### src/rtl/rie_pkg.sv
`default_nettype none
package rie_pkg;

  localparam int unsigned MemBytesDef  = 65536;
  localparam int unsigned CtrlCountDef = 6;

  typedef struct packed {
    logic [1:0]  command;
    logic [31:0] instruction;
    logic [31:0] pc;
  } rie_in_t;

  typedef struct packed {
    logic [1:0]  exec_status;
    logic [31:0] next_pc;
    logic [3:0]  instr_class;
  } rie_out_t;

  localparam logic [1:0] CmdI = 2'd0;
  localparam logic [1:0] CmdR = 2'd1;
  localparam logic [1:0] CmdJ = 2'd2;

  localparam logic [1:0] StOk       = 2'd0;
  localparam logic [1:0] StReserved = 2'd1;
  localparam logic [1:0] StUndef    = 2'd2;

  localparam logic [3:0] ClNone   = 4'd0;
  localparam logic [3:0] ClCmp    = 4'd1;
  localparam logic [3:0] ClLogic  = 4'd2;
  localparam logic [3:0] ClAdd    = 4'd3;
  localparam logic [3:0] ClSub    = 4'd4;
  localparam logic [3:0] ClMul    = 4'd5;
  localparam logic [3:0] ClDiv    = 4'd6;
  localparam logic [3:0] ClBranch = 4'd7;
  localparam logic [3:0] ClLoad   = 4'd8;
  localparam logic [3:0] ClStore  = 4'd9;
  localparam logic [3:0] ClShift  = 4'd10;
  localparam logic [3:0] ClOther  = 4'd11;

  // Back-end operation kinds chosen by the decoder.
  typedef enum logic [4:0] {
    OpUndef, OpAlu, OpMulLo, OpMulHiUU, OpMulHiSU, OpMulHiSS, OpDivU, OpDivS,
    OpLoad, OpStore, OpBranch, OpJmpReg, OpCall, OpCallr, OpRet, OpEret,
    OpBret, OpTrap, OpBreak, OpRdctl, OpWrctl, OpNop
  } rie_kind_t;

  // Decoded transaction handed from front to back.
  typedef struct packed {
    rie_kind_t   kind;
    logic [3:0]  alu_op;
    logic [3:0]  cls;
    logic [4:0]  ra_idx;
    logic [4:0]  rb_idx;
    logic [4:0]  dst;
    logic        wr;
    logic        use_imm;
    logic [31:0] imm;
    logic [2:0]  br_cond;
    logic [2:0]  mem_size;
    logic        mem_signed;
    logic        exempt;
    logic [4:0]  imm5;
    logic [31:0] pc;
    logic [31:0] target;
  } rie_dec_t;

  localparam logic [3:0] AluAdd = 4'd0;
  localparam logic [3:0] AluSub = 4'd1;
  localparam logic [3:0] AluAnd = 4'd2;
  localparam logic [3:0] AluOr  = 4'd3;
  localparam logic [3:0] AluXor = 4'd4;
  localparam logic [3:0] AluNor = 4'd5;
  localparam logic [3:0] AluGe  = 4'd6;
  localparam logic [3:0] AluLt  = 4'd7;
  localparam logic [3:0] AluNe  = 4'd8;
  localparam logic [3:0] AluEq  = 4'd9;
  localparam logic [3:0] AluGeu = 4'd10;
  localparam logic [3:0] AluLtu = 4'd11;
  localparam logic [3:0] AluRol = 4'd12;
  localparam logic [3:0] AluShl = 4'd13;
  localparam logic [3:0] AluShr = 4'd14;
  localparam logic [3:0] AluSra = 4'd15;

  localparam logic [2:0] BrAlways = 3'd0;
  localparam logic [2:0] BrGe     = 3'd1;
  localparam logic [2:0] BrLt     = 3'd2;
  localparam logic [2:0] BrNe     = 3'd3;
  localparam logic [2:0] BrEq     = 3'd4;
  localparam logic [2:0] BrGeu    = 3'd5;
  localparam logic [2:0] BrLtu    = 3'd6;

  function automatic logic [31:0] rie_alu(input logic [3:0] op, input logic [31:0] x,
                                          input logic [31:0] y);
    logic [4:0]  s;
    logic [31:0] r;
    s = y[4:0];
    r = '0;
    case (op)
      AluAdd: r = x + y;
      AluSub: r = x - y;
      AluAnd: r = x & y;
      AluOr:  r = x | y;
      AluXor: r = x ^ y;
      AluNor: r = ~(x | y);
      AluGe:  r = {31'd0, !($signed(x) < $signed(y))};
      AluLt:  r = {31'd0, ($signed(x) < $signed(y))};
      AluNe:  r = {31'd0, x != y};
      AluEq:  r = {31'd0, x == y};
      AluGeu: r = {31'd0, x >= y};
      AluLtu: r = {31'd0, x < y};
      AluRol: r = (x << s) | (x >> (6'd32 - {1'b0, s}));
      AluShl: r = x << s;
      AluShr: r = x >> s;
      AluSra: r = 32'($signed(x) >>> s);
      default: r = '0;
    endcase
    return r;
  endfunction

endpackage
`default_nettype wire

### src/rtl/rie_queue.sv
`default_nettype none
module rie_queue (
  input  var logic              clk,
  input  var logic              rst_n,
  input  var logic              push,
  input  var rie_pkg::rie_dec_t push_data,
  output var logic              full,
  input  var logic              pop,
  output var rie_pkg::rie_dec_t pop_data,
  output var logic              empty
);
  import rie_pkg::*;

  rie_dec_t   mem_r [2];
  logic       wp_r;
  logic       rp_r;
  logic [1:0] cnt_r;

  assign full     = (cnt_r == 2'd2);
  assign empty    = (cnt_r == 2'd0);
  assign pop_data = mem_r[rp_r];

  always_ff @(posedge clk) begin
    if (push && !full) mem_r[wp_r] <= push_data;
  end

  always_ff @(posedge clk) begin
    if (!rst_n) begin
      wp_r <= 1'b0;
      rp_r <= 1'b0;
      cnt_r <= 2'd0;
    end else begin
      if (push && !full) wp_r <= ~wp_r;
      if (pop && !empty) rp_r <= ~rp_r;
      cnt_r <= cnt_r + 2'((push && !full) ? 1 : 0) - 2'((pop && !empty) ? 1 : 0);
    end
  end

endmodule
`default_nettype wire

### config.mk
export PLATFORM = sky130hd
export DESIGN_NAME = rie_queue
export DESIGN_NICKNAME = d
export VERILOG_FILES = /design/src/rtl/rie_pkg.sv /design/src/rtl/rie_queue.sv
export SDC_FILE = /design/constraint.sdc
export NUM_CORES = 1
export LEC_CHECK = 0
export ABC_AREA = 1
export BUFFER_PORTS_ARGS = -buffer_cell sky130_fd_sc_hd__buf_2
export CORE_MARGIN = 2
export CORE_UTILIZATION = 48
export CTS_CLUSTER_SIZE = 16
export DETAILED_ROUTE_END_ITERATION = 16
export MAX_ROUTING_LAYER = met4
export PLACE_DENSITY = 0.79
export SYNTH_ARGS = -nofsm -noshare
export SYNTH_HDL_FRONTEND = slang
export SYNTH_SLANG_ARGS = --single-unit
### constraint.sdc
create_clock -name clk -period 9.7 [get_ports clk]
set_input_delay 0.485 -clock clk [delete_from_list [all_inputs] [get_ports clk]]
set_output_delay 0.485 -clock clk [all_outputs]
set_load 0.005 [all_outputs]
# After elaboration in Yosys (flattened, before gate mapping)
# Memory sizes are Yosys's and may differ from the RTL's. A register that Yosys moved wholly into a read port is not among the register bits.
# Cells that the tools add are included.
word_totals:
  output_inout_bits: 141
  romBits: 0
  word_cells: 20
  latch_bits: 0
  input_bits: 143
  n_memories: 1
  ram_bits: 278
  reg_bits: 4
mem_list:
  columns: ["memory", "words", "word_bits", "rd", "rd_clocked_by_memory_dff", "write_ports", "line", "source"]
  rows:
  - ["mem_r", 2, 139, 1, 1, 1, "rie_queue.sv:14", "rie_dec_t mem_r [2];"]
classes:
  eq_ne: 1
  div: 0
  mul: 0
  add_sub_neg: 2
  bitwise_logic: 2
  mux: 6
  magnitude_cmp: 0
  reduce_logical: 5
  shifts: 0
ops:
  columns: ["operator", "n"]
  rows:
  - ["1-bit two-way mux", 6]
  - ["2-bit by 1-bit adder with 2-bit output", 1]
  - ["2-bit == test, second input constant", 1]
  - ["1-bit logical AND", 2]
  - ["1-bit zero test", 2]
  - ["2-bit zero test", 1]
  - ["1-bit NOT", 2]
  - ["2-bit by 1-bit subtractor with 2-bit output", 1]

# Logic depth before layout (Yosys ltp)
# Gate-level depths: netlist (run 1).
depth:
  word_depth: 6
  ltp_mapped: 11
  depth_no_buf: 11

# Worst setup path after synthesis (run 1)
# Ideal clock, no wire load.
synth_path:
  path_kind: "reg-to-reg"
  from: "reg cnt_r[0]"
  to: "mem mem_r[0][0] (netlist name), enable pin"
  path_buffers: 0
  required_ns: 9.061
  stages_incl_launch_ff: 5
  period_less_slack_ns: 6.971
  arrival_ns: 6.332
  setup_slack_ns: 2.729
  setup_ns: 0.639
  path_cell_list: "dfxtp_1 -> inv_1 -> nand2_1 -> nand2_1 -> nor2_1"
synth_between:
  elab_chain_cells: 5
synth_rtl:
  columns: ["element", "line", "source"]
  rows:
  - ["start: declaration", "rie_queue.sv:17", "logic [1:0] cnt_r;"]
  - ["start signal: assignment", "rie_queue.sv:35", "cnt_r <= cnt_r + 2'((push && !full) ? 1 : 0) - 2'((pop && !empty) ? 1 : 0);"]
  - ["2-bit == test", "rie_queue.sv:19", "assign full = (cnt_r == 2'd2);"]
  - ["1-bit zero test", "rie_queue.sv:24", "if (push && !full) mem_r[wp_r] <= push_data;"]
  - ["1-bit logical AND", "rie_queue.sv:24", null]
  - ["1-bit two-way mux", "rie_queue.sv:24", null]
  - ["1-bit two-way mux (implied by the code)", "rie_queue.sv:24", null]
  - ["end: declaration", "rie_queue.sv:14", null]
# Every way passes these cells.

==> impl_metrics.tcl, run 1 <==
set metrics [dict create \
    p_leak_uw 0.004816 \
    fin_skew_ns 0.007752 \
    initial_core_util_pct 49.04 \
    crit_fanout 77 \
    fin_ws_ns 6.232 \
    synth_fp_nets 615 \
    hpwl_um 12590 \
    cts_hold_buf 0 \
    cp_data_arrival_time_ns 2.98 \
    grt_pass1_wl_um 28320 \
    hold_path.class "input port to flip-flop" \
    post_synth_main_area_contributors "edfxtp_1 (81%), mux2_2 (15%), buf_6 (1.2%), dfxtp_1 (0.97%), inv_1 (0.33%)" \
    top_layer "met4" \
    final-seq-area_um2 8452 \
    netlist_area_um2 10310 \
    die_area_um2 22670 \
    row_count 53 \
    ys_types 12 \
    power_per_cell_area_nw_per_um2 255.6 \
    fin_util_pct 61.22 \
    syn2layout_area_growth_pct 24.82 \
    drcViolationCount 0 \
    drt_iter0_drc 229 \
    cts_buffer_depth 3 \
    start_kind "flip-flop" \
    syn-instance-count 470 \
    worst_slew_pin_slew_ns 1.005 \
    die_h_um 150.6 \
    endpoint_kind "output pin" \
    max_slew_margin_pct 32.99 \
    vias_per_cell 4.898 \
    cts_buffers 28 \
    gp_congestion 0.7572 \
    dr.pass1.iters 4 \
    setup_viol 0 \
    grt_max_degree 78 \
    status "finished, final reports clean" \
    p_total_uw 3290 \
    core_area_um2 21020 \
    post_drt_wl_per_cell_um 18.13 \
    finalHoldViolCount 0 \
    rsz0062_at_grt "no" \
    wl_um 19450 \
    port_buffers 283 \
    cts-root-buf "clkbuf_16" \
    dr_wl_met3_um 2011 \
    avgSynthCellArea_um2 21.94 \
    drt-met1-wl_um 7306 \
    synth_seq_cells 283 \
    worst_r2r_path_depth 6 \
    final_nets 917 \
    seq_area_frac_synth_pct 81.94 \
    period_minus_slack_ns 3.468 \
    report.final.slew_viol_count 0 \
    cts_tree "done" \
    synth_top_cell_by_area "edfxtp_1" \
    clock_latency_ns 0.53 \
    holdPathStages 1 \
    htree_levels 1 \
    yosysTopAreaCellShare_pct 80.97 \
    yosys_warnings 0 \
    final_common_cell "buf_2" \
    r2r_slack_ns 6.92 \
    detail-route-antenna-nets 0 \
    drive_above_1_share_pct 59.27 \
    cts_resized 0 \
    wl_met2_um 9706 \
    fill_cells 1524 \
    drv_cap 0 \
    clock.fmax_mhz 288.4 \
    multi_input_area_um2 1687 \
    setup_tns_ns 0 \
    required_ns 9.22 \
    clock_sinks 283 \
    dr_total_vias 5256 \
    grt_antenna_before_repair 5 \
    dieWidth_um 150.6 \
    final_cell_mix "buf_2 (283), edfxtp_1 (278), mux2_2 (139)" \
    io_pins 284 \
    period_share_pct 35.75 \
    ir_drop_uv 220.0 \
    grt_pass1_vias 5375 \
    preCtsSetupSlack_ns 6.742 \
    grt_overflow_total 0 \
    crit_type "flip-flop to output pin" \
    cts_setup_buffers 0 \
    clk_pin_slew_ns 0.07 \
    track_usage_pct 16.84 \
]
==> state kept, by name, indices dropped and copies added (netlist names), named ones only <==
name and count:
cnt_r 2, mem_r 278, rp_r 1, wp_r 1
==> worst paths after layout <==
kind                       start                      end
max                    flip-flop             pop_data[19]
min                push_data[34]   mem_r[0][34]$_DFFE_PP_
max reg2reg  cnt_r[0]$_SDFF_PN0_  mem_r[0][112]$_DFFE_PP_
min reg2reg    rp_r$_SDFFE_PN0P_        rp_r$_SDFFE_PN0P_
==> worst max-delay path, stage by stage, from the launching register on <==
cell     delay [ns]
dfxtp_4        0.88
buf_4          0.88
mux2_2         0.43
buf_2          0.14
==> power by group <==
part / switching [µW] / internal [µW]
combinational: 313 / 328
clock: 427 / 598
sequential: 69.2 / 1550
total: 810 / 2480
==> per-layer routing <==
| layer | up-vias | GRT usage [%] |
|---|---|---|
| met4 | 0 | 5.377 |
| met3 | 32 | 5.848 |
| met5 | - | - |
| li1 | 2465 | - |
| met1 | 2530 | 19.37 |
| met2 | 229 | 27.82 |
==> final cells by class <==
| class | count | area share [%] |
|---|---|---|
| flip-flops and latches | 283 | 65.68 |
| multi-input cells | 163 | 13.11 |
| well taps | 275 | 2.674 |
| inverters | 9 | 0.3014 |
| repair buffers | 287 | 11.24 |
| clock inverters | 18 | 1.147 |
| clock buffers | 33 | 5.756 |
| diodes | 5 | 0.09723 |
==> kinds of logic (layout without fill, tap and decap cells) <==
group	count (synthesis)	in the layout	synth area share [%]
other cells	0	5	0
compound gates	2	2	0.09709
mux	139	139	15.18
simple gates	20	20	0.7645
buf+inv	24	347	1.772
fa+ha+maj	2	2	0.2427
flops	283	283	81.94
==> synthesized netlist by cell type <==
cell type  count
mux2_2       139
buf_6         11
dfxtp_1        5
ha_1           2
nand3_1        3
nor2_1         8
nand2_1        9
inv_1          9
buf_2          2
buf_4          2
a21oi_1        2
edfxtp_1     278
==> per-stage QoR <==
stage,instances,hold WS (ns),instance area [µm²]
global placement,1017,0.4875,11970
floorplan,470,0.4675,10310
global route,1073,0.1179,12870
CTS,1068,0.1166,12860
detailed placement,1017,0.4990,11970
finish,1073,0.1421,12870
(Power assumes the default switching activity.)
==> run 2, diff against run 1 <==
--- a/config.mk
+++ b/config.mk
@@ -8,11 +8,11 @@
 export ABC_AREA = 1
 export BUFFER_PORTS_ARGS = -buffer_cell sky130_fd_sc_hd__buf_2
 export CORE_MARGIN = 2
-export CORE_UTILIZATION = 48
+export CORE_UTILIZATION = 47
 export CTS_CLUSTER_SIZE = 16
 export DETAILED_ROUTE_END_ITERATION = 16
 export MAX_ROUTING_LAYER = met4
-export PLACE_DENSITY = 0.79
+export PLACE_DENSITY = 0.81
 export SYNTH_ARGS = -nofsm -noshare
 export SYNTH_HDL_FRONTEND = slang
 export SYNTH_SLANG_ARGS = --single-unit
==> constraint.sdc (replaced) <==
create_clock -name clk -period 2.95 [get_ports clk]
set_input_delay 0.1475 -clock clk [delete_from_list [all_inputs] [get_ports clk]]
set_output_delay 0.1475 -clock clk [all_outputs]
set_load 0.005 [all_outputs]
==> impl_metrics.tcl, run 2 (synthesized netlist as in run 1, its figures left out) <==
set metrics [dict create \
    status "finished, final reports clean" \
    slowest_delay_ns 0.56 \
    r2r_slack_ns 1.10 \
    dr.pass1.iters 4 \
    drv_cap 0 \
    p_total_uw 11690 \
    cts_resized 0 \
    report.final.slew_viol_count 0 \
    post_drt_wl_per_cell_um 18.14 \
    finalHoldViolCount 0 \
    fin_ws_ns 0.7425 \
    htree_levels 1 \
    cts_hold_buf 142 \
    place_inst 1030 \
    clock_latency_ns 0.54 \
    power_per_cell_area_nw_per_um2 800.3 \
    fin_util_pct 67.37 \
    cts_buffers 30 \
    track_usage_pct 19.56 \
    reg.largest.list "mem_r (278), cnt_r (2)" \
    final_common_cell "buf_2" \
    detail-route-antenna-nets 0 \
    port_buffers 283 \
    endpoint_kind "output pin" \
    cts_buffer_depth 3 \
    max_slew_margin_pct 46.41 \
    vias_per_cell 4.887 \
    dr_total_vias 6006 \
    ir_drop_uv 532.6 \
    die_area_um2 23140 \
    fin_skew_ns 0.008509 \
    crit_fanout 57 \
    slowest_stage "buf_4" \
    core_area_um2 21690 \
    row_count 54 \
    worstPathCellList "buf_4, mux2_2, buf_2" \
    dieWidth_um 152.1 \
    clock_sinks 283 \
    holdWs_ns 0.3342 \
    p_leak_uw 0.005569 \
    period_minus_slack_ns 2.207 \
    syn2layout_area_growth_pct 41.72 \
    cts-root-buf "clkbuf_16" \
    grt_pass1_vias 6769 \
    start_kind "flip-flop" \
    period_share_pct 74.83 \
    final_cell_mix "buf_2 (283), edfxtp_1 (278), dlygate4sd3_1 (142)" \
    cp_data_arrival_time_ns 2.06 \
    required_ns 2.80 \
    grt_overflow_total 0 \
    grt_pass1_wl_um 34910 \
    cts_tree "done" \
    final_cells 1229 \
    fill_cells 1387 \
    drive_above_1_share_pct 52.11 \
    die_h_um 152.1 \
    largest_reg_flops 278 \
    gp_congestion 0.7633 \
    drcViolationCount 0 \
    drt_iter0_drc 317 \
    grt_antenna_before_repair 1 \
    final_nets 1069 \
    initial_core_util_pct 47.54 \
    preCtsSetupSlack_ns 1.115 \
    cts_setup_buffers 0 \
    worst_slew_pin_slew_ns 0.8019 \
    clk_pin_slew_ns 0.06 \
    rsz0062_at_grt "no" \
    clock.fmax_mhz 453.0 \
    wl_um 22290 \
    grt_max_degree 83 \
    setup_viol 0 \
    hold_path.class "input port to flip-flop" \
    crit_type "flip-flop to output pin" \
    top_register "mem_r" \
    hpwl_um 12870 \
    io_pins 284 \
]
[run 2: changes by cell type in the layout (fill, tap and decap cells not counted), sizes merged]
cell / before / now
inv: 10 / 9
dlygate4sd3: 0 / 142
clkbuf: 33 / 37
bufinv: 2 / 5
diode: 5 / 1
clkinvlp: 3 / 2
buf: 287 / 295
[run 2: cell type report]
| cell class | count | area (µm²) | area share (%) |
|---|---|---|---|
| Sequential cell | 283 | 8454 | 57.86 |
| Inverter | 9 | 37.54 | 0.2569 |
| Tap cell | 280 | 350.3 | 2.398 |
| Clock inverter | 19 | 231.5 | 1.584 |
| Multi-Input combinational cell | 163 | 1702 | 11.65 |
| Antenna cell | 1 | 2.502 | 0.01713 |
| Clock buffer | 37 | 818.3 | 5.600 |
| Timing Repair Buffer | 437 | 3015 | 20.64 |
[run 2: metal layers]
metal | GRT usage, % | vias to the layer above | wire length [µm]
met2 | 34.77 | 247 | 11750
li1 | - | 2763 | -
met1 | 21.53 | 2928 | 8360
met5 | - | - | 0
met3 | 3.793 | 68 | 1281
met4 | 8.144 | 0 | 895
[run 2: critical path: cells and delay by family, from the launching register on]
| family | cells | cell delay, ns |
|---|---|---|
| buffers and inverters | 2 | 0.70 |
| DFF | 1 | 0.35 |
| muxes | 1 | 0.41 |
[run 2: stage by stage]
step / TNS, ns / area, µm²
CTS: 0 / 14610
detailed placement: 0 / 12140
global placement: 0 / 12140
floorplan: -7.366 / 10340
finish: 0 / 14610
global route: 0 / 14610
[run 2: final timing paths]
check | depth (start not counted) | to | start
worst min register to register | 2 | rp_r$_SDFFE_PN0P_ | rp_r$_SDFFE_PN0P_
worst min-delay path | 2 | mem_r[0][46]$_DFFE_PP_ | push_data[46]
worst max register to register | 5 | mem_r[0][62]$_DFFE_PP_ | cnt_r[0]$_SDFF_PN0_
worst max-delay path | 3 | pop_data[70] | flip-flop
[run 2: power by group]
group	switching, µW	total, µW	internal (µW)	leakage [µW]
sequential	139	5240	5100	0.00264
clock	1490	3900	2410	0.000523
combinational	1260	2560	1300	0.00241
==> run 3, diff against run 2 <==
==> constraint.sdc (replaced) <==
create_clock -name clk -period 1.93 [get_ports clk]
set_input_delay 0.0965 -clock clk [delete_from_list [all_inputs] [get_ports clk]]
set_output_delay 0.0965 -clock clk [all_outputs]
set_load 0.005 [all_outputs]
==> impl_metrics.tcl, run 3 (synthesized netlist as in run 1, its figures left out) <==
set metrics [dict create \
    syn2layout_area_growth_pct 41.29 \
    row_count 54 \
    slowest_delay_ns 0.41 \
    combPwrFrac_pct 23.3 \
    setup_tns_ns 0 \
    dr_total_vias 5979 \
    rsz0062_at_grt "yes" \
    period_share_pct 96.88 \
    final_nets 1068 \
    power_frac_clock_pct 30.6 \
    clock_latency_ns 0.53 \
    max_slew_margin_pct 71.04 \
    ir_drop_uv 1082 \
    grt_max_degree 76 \
    status "finished, final reports clean" \
    htree_levels 1 \
    grt_antenna_before_repair 1 \
    sw_frac_of_total_pct 25.11 \
    clk_pin_slew_ns 0.06 \
    drcViolationCount 0 \
    slowest_stage "dfxtp_4" \
    drt_iter0_drc 304 \
    io_pins 284 \
    cts_tree "done" \
    cts_buffer_depth 3 \
    final_cell_mix "buf_2 (283), edfxtp_1 (278), dlygate4sd3_1 (142)" \
    cts-root-buf "clkbuf_16" \
    worst_slew_pin_slew_ns 0.4343 \
    grt_pass1_wl_um 34040 \
    preCtsSetupSlack_ns 0.4421 \
    finalHoldViolCount 0 \
    internal_power_uw 13040 \
    grt_pass1_vias 6415 \
    reg.largest.list "mem_r (278), cnt_r (2)" \
    cp_top_family "buffers and inverters" \
    port_buffers 283 \
    p_seq_share_pct 46.1 \
    report.final.slew_viol_count 0 \
    fin_ws_ns 0.06029 \
    crit_fanout 16 \
    endpoint_kind "output pin" \
    setup_viol 0 \
    p_leak_uw 0.005526 \
    hold_path.class "input port to flip-flop" \
    power_switching_uw 4373 \
    cp_data_arrival_time_ns 1.77 \
    crit_type "flip-flop to output pin" \
    drv_cap 0 \
    detail-route-antenna-nets 0 \
    fin_skew_ns 0.01747 \
    drive_above_1_share_pct 51.27 \
    clock_sinks 283 \
    initial_core_util_pct 47.54 \
    gp_congestion 0.7801 \
    power_per_cell_area_nw_per_um2 1196 \
    start_kind "flip-flop" \
    cts_buffers 29 \
    core_area_um2 21690 \
    track_usage_pct 19.13 \
    die_h_um 152.1 \
    largest_reg_flops 278 \
    vias_per_cell 4.885 \
    dr.pass1.iters 4 \
    required_ns 1.83 \
    worstPathCellList "buf_12, clkbuf_16, mux2_2, buf_2" \
    path_buf_inv 3 \
    grt_overflow_total 0 \
    top_register "mem_r" \
    hpwl_um 12410 \
    holdWs_ns 0.2863 \
    clock.fmax_mhz 534.8 \
    die_area_um2 23140 \
    wl_um 22710 \
    dieWidth_um 152.1 \
    period_minus_slack_ns 1.870 \
    post_drt_wl_per_cell_um 18.55 \
    final_common_cell "buf_2" \
]
==> run 3: changes by cell type in the layout (fill, tap and decap cells not counted), moves of 2 or more <==
cell / previous run / this run
buf_12: 7 / 5
buf_16: 0 / 3
buf_4: 5 / 1
bufinv_16: 5 / 3
clkbuf_8: 2 / 0
clkinv_1: 1 / 7
clkinv_2: 10 / 5
==> run 3: stage by stage <==
stage	area (µm²)	cells	util, %	total power, µW
6_report	14570	1224	67.16	17420
5_1_grt	14560	1223	67.15	18160
4_1_cts	14480	1219	66.78	17380
3_5_place_dp	12080	1024	55.70	11680
3_3_place_gp	12080	1024	55.70	11580
2_1_floorplan	10340	470	-	10250
==> run 3: worst paths after layout <==
check                                         start                     end  slack [ns]  cells after the start
worst max-delay path                      flip-flop           pop_data[135]        0.06                      4
worst min register to register    rp_r$_SDFFE_PN0P_       rp_r$_SDFFE_PN0P_        0.53                      2
worst min-delay path                  push_data[30]  mem_r[1][30]$_DFFE_PP_        0.29                      2
worst max register to register  cnt_r[1]$_SDFF_PN0_     cnt_r[1]$_SDFF_PN0_        0.35                      9
==> run 3: worst reg2reg max path: stages, from the launching register on <==
cell,delay (ns)
dfxtp_2,0.35
nor2_1,0.17
nor2_1,0.10
ha_1,0.28
inv_1,0.04
ha_1,0.19
inv_1,0.07
nand2_1,0.06
a21oi_1,0.15
nor2_1,0.06
==> run 3: what timing repair did <==
item,CTS,global route
gates cloned,1,3
pin swaps,0,0
resized for setup,3,1
hold buffers,142,0
setup buffers,2,0
endpoints found under the setup margin,130,32
endpoints found under the hold margin,283,0
==> run 3: cell type report <==
cell class / count / area (µm²)
well taps: 280 / 350.3
diodes: 2 / 5.005
clock buffers: 32 / 737.0
inverters: 9 / 37.54
multi-input cells: 163 / 1705
flip-flops and latches: 283 / 8454
clock inverters: 18 / 173.9
repair buffers: 437 / 3103
fillers: 1397 / 7122
==> run 3: per-layer routing <==
layer	share of wire [%]	wire length, µm	up-vias	track usage, %
li1	-	-	2764	-
met4	3.6	807	0	6.587
met2	53	12060	218	34.17
met3	4.9	1112	54	3.337
met5	0	0	-	-
met1	38	8723	2943	21.79
==> run 3: power groups by stage <==
stage | Clock (µW) | Sequential, µW | Combinational [µW]
after floorplan | 0 | 8120 | 2130
after global placement | 0 | 8110 | 3480
after detailed placement | 0 | 8160 | 3520
after CTS | 5440 | 8020 | 3920
after global routing | 5670 | 8100 | 4380
final | 5320 | 8030 | 4070
